--- src/sv/tccw_pkg.sv ---
// ----------------------------------------------------------------------------
// Text console character writer: shared package
// Operation codes, character codes, field widths and the command and status
// types that join the controller to the datapath.
// ----------------------------------------------------------------------------
package tccw_pkg;

    // Field widths of the two channels and the configuration register.
    localparam int OP_W   = 2;
    localparam int CHAR_W = 8;
    localparam int ATTR_W = 8;
    localparam int COL_W  = 7;
    localparam int ROW_W  = 5;
    localparam int CELL_W = CHAR_W + ATTR_W;

    // Default screen geometry.
    localparam int DEF_SCREEN_WIDTH  = 80;
    localparam int DEF_SCREEN_HEIGHT = 25;

    // Character codes with special meaning.
    localparam logic [CHAR_W-1:0] CHAR_NUL   = 8'h00;
    localparam logic [CHAR_W-1:0] CHAR_BS    = 8'h08;
    localparam logic [CHAR_W-1:0] CHAR_TAB   = 8'h09;
    localparam logic [CHAR_W-1:0] CHAR_NL    = 8'h0A;
    localparam logic [CHAR_W-1:0] CHAR_CR    = 8'h0D;
    localparam logic [CHAR_W-1:0] CHAR_SPACE = 8'h20;

    // A blank cell is character 0 with white-on-black attribute.
    localparam logic [ATTR_W-1:0] ATTR_RESET = 8'h0F;
    localparam logic [CELL_W-1:0] BLANK_CELL = {ATTR_RESET, CHAR_NUL};

    typedef enum logic [OP_W-1:0] {
        OP_PUT    = 2'd0,
        OP_INSERT = 2'd1,
        OP_READ   = 2'd2,
        OP_CLEAR  = 2'd3
    } t_op;

    typedef enum logic [2:0] {
        CC_PLAIN,
        CC_NL,
        CC_TAB,
        CC_CR,
        CC_BS
    } t_ch_class;

    typedef enum logic [2:0] {
        CUR_HOLD,
        CUR_ADVANCE,
        CUR_NEWLINE,
        CUR_CR,
        CUR_BACK,
        CUR_HOME
    } t_cur_op;

    typedef enum logic [2:0] {
        PTR_HOLD,
        PTR_ZERO,
        PTR_INC,
        PTR_DEC,
        PTR_IDX,
        PTR_IDX_INC
    } t_ptr_op;

    typedef enum logic [1:0] {
        WR_NONE,
        WR_CHAR,
        WR_BLANK,
        WR_COPY
    } t_wr_sel;

    typedef enum logic [2:0] {
        RA_PTR,
        RA_PTR_INC,
        RA_PTR_DEC,
        RA_PTR_ROW,
        RA_IDX,
        RA_REQ
    } t_ra_sel;

    typedef struct packed {
        logic    in_ready;
        logic    ld_item;
        t_cur_op cur_op;
        t_ptr_op ptr_op;
        t_wr_sel wr_sel;
        logic    rd_en;
        t_ra_sel ra_sel;
        logic    out_load;
    } t_dp_cmd;

    typedef struct packed {
        logic      in_fire;
        t_op       op;
        t_ch_class ch_class;
        logic      adv_scroll;
        logic      nl_scroll;
        logic      idx_last;
        logic      ptr_last;
        logic      ptr_scroll_last;
        logic      ptr_at_idx;
        logic      rd_zero;
        logic      out_free;
    } t_dp_stat;

endpackage

--- src/sv/tccw_ctrl.sv ---
// ----------------------------------------------------------------------------
// Text console character writer: controller
// Sequences each operation as a series of single-cell memory steps.
// ----------------------------------------------------------------------------
module tccw_ctrl
    import tccw_pkg::*;
(
    input  logic     i_clk,
    input  logic     i_rst_n,
    input  t_dp_stat i_stat,
    output t_dp_cmd  o_cmd
);
    typedef enum logic [3:0] {
        S_BOOT,
        S_IDLE,
        S_DISPATCH,
        S_PUT,
        S_SCR_RD,
        S_SCR_WR,
        S_SCR_FILL,
        S_CLR_FILL,
        S_FIND,
        S_FIND_CHK,
        S_SHIFT_RD,
        S_SHIFT_WR,
        S_BS_LOAD,
        S_BS_CHK,
        S_BS_WR,
        S_DONE
    } t_state;

    t_state r_state, n_state;
    logic   r_tab_more, n_tab_more;

    always_comb begin
        n_state    = r_state;
        n_tab_more = r_tab_more;
        o_cmd      = '{in_ready: 1'b0, ld_item: 1'b0, cur_op: CUR_HOLD,
                       ptr_op: PTR_HOLD, wr_sel: WR_NONE, rd_en: 1'b0,
                       ra_sel: RA_PTR, out_load: 1'b0};
        case (r_state)
            S_BOOT: begin
                o_cmd.wr_sel = WR_BLANK;
                o_cmd.ptr_op = PTR_INC;
                if (i_stat.ptr_last) begin
                    o_cmd.ptr_op = PTR_ZERO;
                    n_state      = S_IDLE;
                end
            end
            S_IDLE: begin
                o_cmd.in_ready = 1'b1;
                o_cmd.ld_item  = 1'b1;
                if (i_stat.in_fire) begin
                    n_state = S_DISPATCH;
                end
            end
            S_DISPATCH: begin
                case (i_stat.op)
                    OP_READ: begin
                        o_cmd.rd_en  = 1'b1;
                        o_cmd.ra_sel = RA_REQ;
                        n_state      = S_DONE;
                    end
                    OP_CLEAR: begin
                        o_cmd.cur_op = CUR_HOME;
                        o_cmd.ptr_op = PTR_ZERO;
                        n_state      = S_CLR_FILL;
                    end
                    default: begin
                        case (i_stat.ch_class)
                            CC_NL: begin
                                o_cmd.cur_op = CUR_NEWLINE;
                                if (i_stat.nl_scroll) begin
                                    o_cmd.ptr_op = PTR_ZERO;
                                    n_state      = S_SCR_RD;
                                end else begin
                                    n_state = S_DONE;
                                end
                            end
                            CC_CR: begin
                                o_cmd.cur_op = CUR_CR;
                                n_state      = S_DONE;
                            end
                            CC_BS: begin
                                o_cmd.cur_op = CUR_BACK;
                                n_state      = S_BS_LOAD;
                            end
                            CC_TAB: begin
                                n_tab_more = 1'b1;
                                n_state    = S_PUT;
                            end
                            default: begin
                                if (i_stat.op == OP_INSERT && !i_stat.idx_last) begin
                                    o_cmd.ptr_op = PTR_IDX_INC;
                                    n_state      = S_FIND;
                                end else begin
                                    n_state = S_PUT;
                                end
                            end
                        endcase
                    end
                endcase
            end
            S_PUT: begin
                o_cmd.wr_sel = WR_CHAR;
                o_cmd.cur_op = CUR_ADVANCE;
                if (i_stat.adv_scroll) begin
                    o_cmd.ptr_op = PTR_ZERO;
                    n_state      = S_SCR_RD;
                end else if (r_tab_more) begin
                    n_tab_more = 1'b0;
                end else begin
                    n_state = S_DONE;
                end
            end
            S_SCR_RD: begin
                o_cmd.rd_en  = 1'b1;
                o_cmd.ra_sel = RA_PTR_ROW;
                n_state      = S_SCR_WR;
            end
            S_SCR_WR: begin
                o_cmd.wr_sel = WR_COPY;
                o_cmd.ptr_op = PTR_INC;
                n_state      = i_stat.ptr_scroll_last ? S_SCR_FILL : S_SCR_RD;
            end
            S_SCR_FILL: begin
                o_cmd.wr_sel = WR_BLANK;
                o_cmd.ptr_op = PTR_INC;
                if (i_stat.ptr_last) begin
                    if (r_tab_more) begin
                        n_tab_more = 1'b0;
                        n_state    = S_PUT;
                    end else begin
                        n_state = S_DONE;
                    end
                end
            end
            S_CLR_FILL: begin
                o_cmd.wr_sel = WR_BLANK;
                o_cmd.ptr_op = PTR_INC;
                if (i_stat.ptr_last) begin
                    n_state = S_DONE;
                end
            end
            S_FIND: begin
                if (i_stat.ptr_last) begin
                    n_state = S_SHIFT_RD;
                end else begin
                    o_cmd.rd_en  = 1'b1;
                    o_cmd.ra_sel = RA_PTR;
                    n_state      = S_FIND_CHK;
                end
            end
            S_FIND_CHK: begin
                if (i_stat.rd_zero) begin
                    n_state = S_SHIFT_RD;
                end else begin
                    o_cmd.ptr_op = PTR_INC;
                    n_state      = S_FIND;
                end
            end
            S_SHIFT_RD: begin
                if (i_stat.ptr_at_idx) begin
                    n_state = S_PUT;
                end else begin
                    o_cmd.rd_en  = 1'b1;
                    o_cmd.ra_sel = RA_PTR_DEC;
                    n_state      = S_SHIFT_WR;
                end
            end
            S_SHIFT_WR: begin
                o_cmd.wr_sel = WR_COPY;
                o_cmd.ptr_op = PTR_DEC;
                n_state      = S_SHIFT_RD;
            end
            S_BS_LOAD: begin
                o_cmd.ptr_op = PTR_IDX;
                o_cmd.rd_en  = 1'b1;
                o_cmd.ra_sel = RA_IDX;
                n_state      = S_BS_CHK;
            end
            S_BS_CHK: begin
                if (i_stat.rd_zero) begin
                    n_state = S_DONE;
                end else if (i_stat.ptr_last) begin
                    o_cmd.wr_sel = WR_BLANK;
                    n_state      = S_DONE;
                end else begin
                    o_cmd.rd_en  = 1'b1;
                    o_cmd.ra_sel = RA_PTR_INC;
                    n_state      = S_BS_WR;
                end
            end
            S_BS_WR: begin
                o_cmd.wr_sel = WR_COPY;
                o_cmd.ptr_op = PTR_INC;
                n_state      = S_BS_CHK;
            end
            S_DONE: begin
                if (i_stat.out_free) begin
                    o_cmd.out_load = 1'b1;
                    n_state        = S_IDLE;
                end
            end
            default: n_state = S_IDLE;
        endcase
    end

    always_ff @(posedge i_clk) begin
        if (!i_rst_n) begin
            r_state    <= S_BOOT;
            r_tab_more <= 1'b0;
        end else begin
            r_state    <= n_state;
            r_tab_more <= n_tab_more;
        end
    end

endmodule

--- config.mk ---
export PLATFORM = sky130hd
export DESIGN_NAME = tccw_ctrl
export DESIGN_NICKNAME = d
export VERILOG_FILES = /design/src/sv/tccw_pkg.sv /design/src/sv/tccw_ctrl.sv
export SDC_FILE = /design/constraint.sdc
export NUM_CORES = 1
export LEC_CHECK = 0
export ABC_AREA = 1
export BUFFER_PORTS_ARGS = -buffer_cell sky130_fd_sc_hd__buf_2
export CORE_ASPECT_RATIO = 1.25
export CORE_UTILIZATION = 49
export DETAILED_ROUTE_END_ITERATION = 7
export PLACE_DENSITY = 0.89
export SYNTH_ARGS = -nofsm -noshare
export SYNTH_HDL_FRONTEND = slang
export SYNTH_SLANG_ARGS = --single-unit
--- constraint.sdc ---
create_clock -name i_clk -period 1.6 [get_ports i_clk]
set_input_delay 0.32 -clock i_clk [delete_from_list [all_inputs] [get_ports i_clk]]
set_output_delay 0.32 -clock i_clk [all_outputs]
set_load 0.01 [all_outputs]
==> qor.yml <==
rr_startpoint: "r_state[3]"
vdd_drop_max_v: 0.000449
maxCapViolCount: 0
root_buffer: "clkbuf_4"
cp-end-kind: "primary output"
die_h_um: 49.4
drt_first_pass_iters: 7
fin_cells: 239
mostFrequentLayoutCell: "nand2_1"
netlist.top_cell.by_area: "nand2_1"
critPathLaunch: "i_stat[10]"
skew_ps: 13.3
cts_sinks: 5
antenna_cells: 0
min_path_type: "in2reg"
p_int_uw: 341
cts_tree: "yes"
netlist_instances: 161
combPwrFrac_pct: 51.9
drt_drc_violations_left: 0
grt_pass1_wl_um: 5650
synth_xor_area_share_pct: 0
dieArea_um2: 1970
htree_levels: 1
rsz0062_at_grt: "yes"
start_kind: "input port"
seqPwrFrac_pct: 23.9
ys_top_cells_by_area: "nand2_1 (17%), dfxtp_1 (11%), nand3_1 (9.7%)"
cts_inserted_buffers: 3
arrival_ps: 1500
io_buffers: 30
fin_area_um2: 1500
worst_skew_pair.late_latency_ps: 240
post_drt_wl_per_cell_um: 21.2
start_util_pct: 54.3
rows: 16
wl_um: 5060
fin_crit_sh_pct: 114
multiInputGateArea_um2: 815
grt_overflow: 0
critPathKind: "in2out"
yosysTopAreaCellShare_pct: 17.0
via_count: 1625
hold_start: "i_rst_n"
grtUsageTotal_pct: 40.0
layout_common_cells: "nand2_1 (28), buf_2 (26), buf_4 (23)"
failed_checks: "setup timing"
synth_top_family_by_area: "simple AND/OR/NAND/NOR gates"
netlist_area_um2: 881
setup_viol: 15
dp_slack_ps: 9.45
gp_congestion: 0.956
cp_max_fo: 4
synth_cell_types: 25
clock_power_share_pct: 24.3
ys_warn_count: 0
dp_cells: 223
coreArea_um2: 1620
syn_avg_cell_area_um2: 5.47
die_w_um: 39.9
power.share.switching_pct: 44.1
initialDrtViolationCount: 189
yosys_register_bits: 5
setup_ws_ps: -218
synth.area.mux_share_pct: 0
antenna_found_initial: 0
drive_gt1_share_pct: 54.8
synth-simple-area-share_pct: 61.1
outcome: "finished, violations left"
switchingPower_uw: 270
clock.fmax_mhz: 550
clk_pin_slew_ps: 50
relSlewSlack_pct: 77.5
required_ps: 1280
grt_max_degree: 7
seq_area_frac_synth_pct: 11.4
syn-num-nets: 177
dp_hpwl_um: 2460
leakagePower_nw: 0.799
fin_nets: 238
avgViaCountPerCell: 6.80
ios: 31
area_growth_pct: 70.2
fill_cells: 72
p_per_area_nw_per_um2: 407
finalCriticalPeriod_ps: 1820
grt_pass1_vias: 1342
ant_nets: 0
placed_area_um2: 1150
seq_area_um2: 115
synth_compound_area_share_pct: 14.3
yosys.area_share.adder_pct: 0
tightest_slew_ps: 336
finalMaxSlewViolations: 0
hold_viol: 0
clock_tree.buffer_depth: 2
per-layer routing:
| metal | GRT usage (%) | wire length (um) | up-vias |
|---|---|---|---|
| met3 | 5.48 | 718 | 82 |
| met4 | 14.4 | 590 | 0 |
| met1 | 41.5 | 1580 | 695 |
| met2 | 73.9 | 2180 | 206 |
| li1 | - | - | 642 |
| met5 | 0 | 0 | - |
cell families after synthesis:
| logic type | count (synthesis) |
|---|---|
| simple gates | 107 |
| compound gates | 21 |
| buf+inv | 28 |
| flops | 5 |
sequential cells by signal, indices dropped and copies added (netlist names):
register,flops
r_tab_more,1
r_state,4
worst max-delay path: stages:
cell	delay (ps)
buf_2	100
inv_1	60
nand2_1	150
nand4_1	250
o211ai_1	200
nand2_1	130
o2111ai_1	110
buf_2	180
layout make-up:
type | count | area share [%]
clock buffers | 4 | 1.75
inverters | 26 | 7.18
multi-input cells | 128 | 54.3
flip-flops and latches | 5 | 7.68
well taps | 18 | 1.50
repair buffers | 58 | 27.5
cells in the mapped netlist:
| cell | n |
|---|---|
| o21ai_2 | 1 |
| inv_1 | 22 |
| a31oi_1 | 1 |
| nand2_1 | 40 |
| o2111ai_1 | 1 |
| o211ai_1 | 2 |
| buf_4 | 1 |
| inv_2 | 4 |
| nor2_1 | 21 |
| nor3_1 | 2 |
| nor2_4 | 5 |
| o21ai_0 | 5 |
| buf_6 | 1 |
| nand3_1 | 17 |
| nand2_4 | 2 |
| nand2_2 | 5 |
| nor3_2 | 1 |
| nand3_2 | 1 |
| nand4_1 | 5 |
| nor2_2 | 5 |
| nand3b_1 | 2 |
| a21oi_2 | 2 |
| or2_2 | 1 |
| dfxtp_1 | 5 |
| a21oi_1 | 9 |
per-stage QoR:
step,TNS (ps),power [mW],utilization [%],hold slack [ps]
6_report,-1590,0.611,92.4,373
5_1_grt,-2500,0.637,92.4,345
4_1_cts,-362,0.551,85.3,335
3_5_place_dp,0,0.383,71.2,493
3_3_place_gp,0,0.375,71.2,487
2_1_floorplan,0,0.296,-,461
what timing repair did:
item / CTS / global route
buffers inserted: 8 / 4
setup endpoints to repair: 15 / 17
hold buffers: 0 / 0
resized for setup: 42 / 27
endpoints found under the hold margin: 0 / 0
pin swaps: 11 / 9
power by group through the flow:
stage	Sequential [mW]	Combinational [mW]	Clock (mW)
floorplan	0.139	0.157	0
global placement	0.142	0.233	0
detailed placement	0.143	0.240	0
CTS	0.142	0.266	0.143
global route	0.146	0.331	0.160
finish	0.146	0.317	0.148
worst paths after layout:
| kind | cells after the start | end | slack (ps) |
|---|---|---|---|
| worst max-delay path | 8 | o_cmd[7] | -220 |
| worst min-delay path | 3 | r_state[0] | 370 |
| worst max register to register | 9 | r_tab_more | 20 |
| worst min register to register | 2 | r_tab_more | 510 |
(Power assumes the default switching activity.)
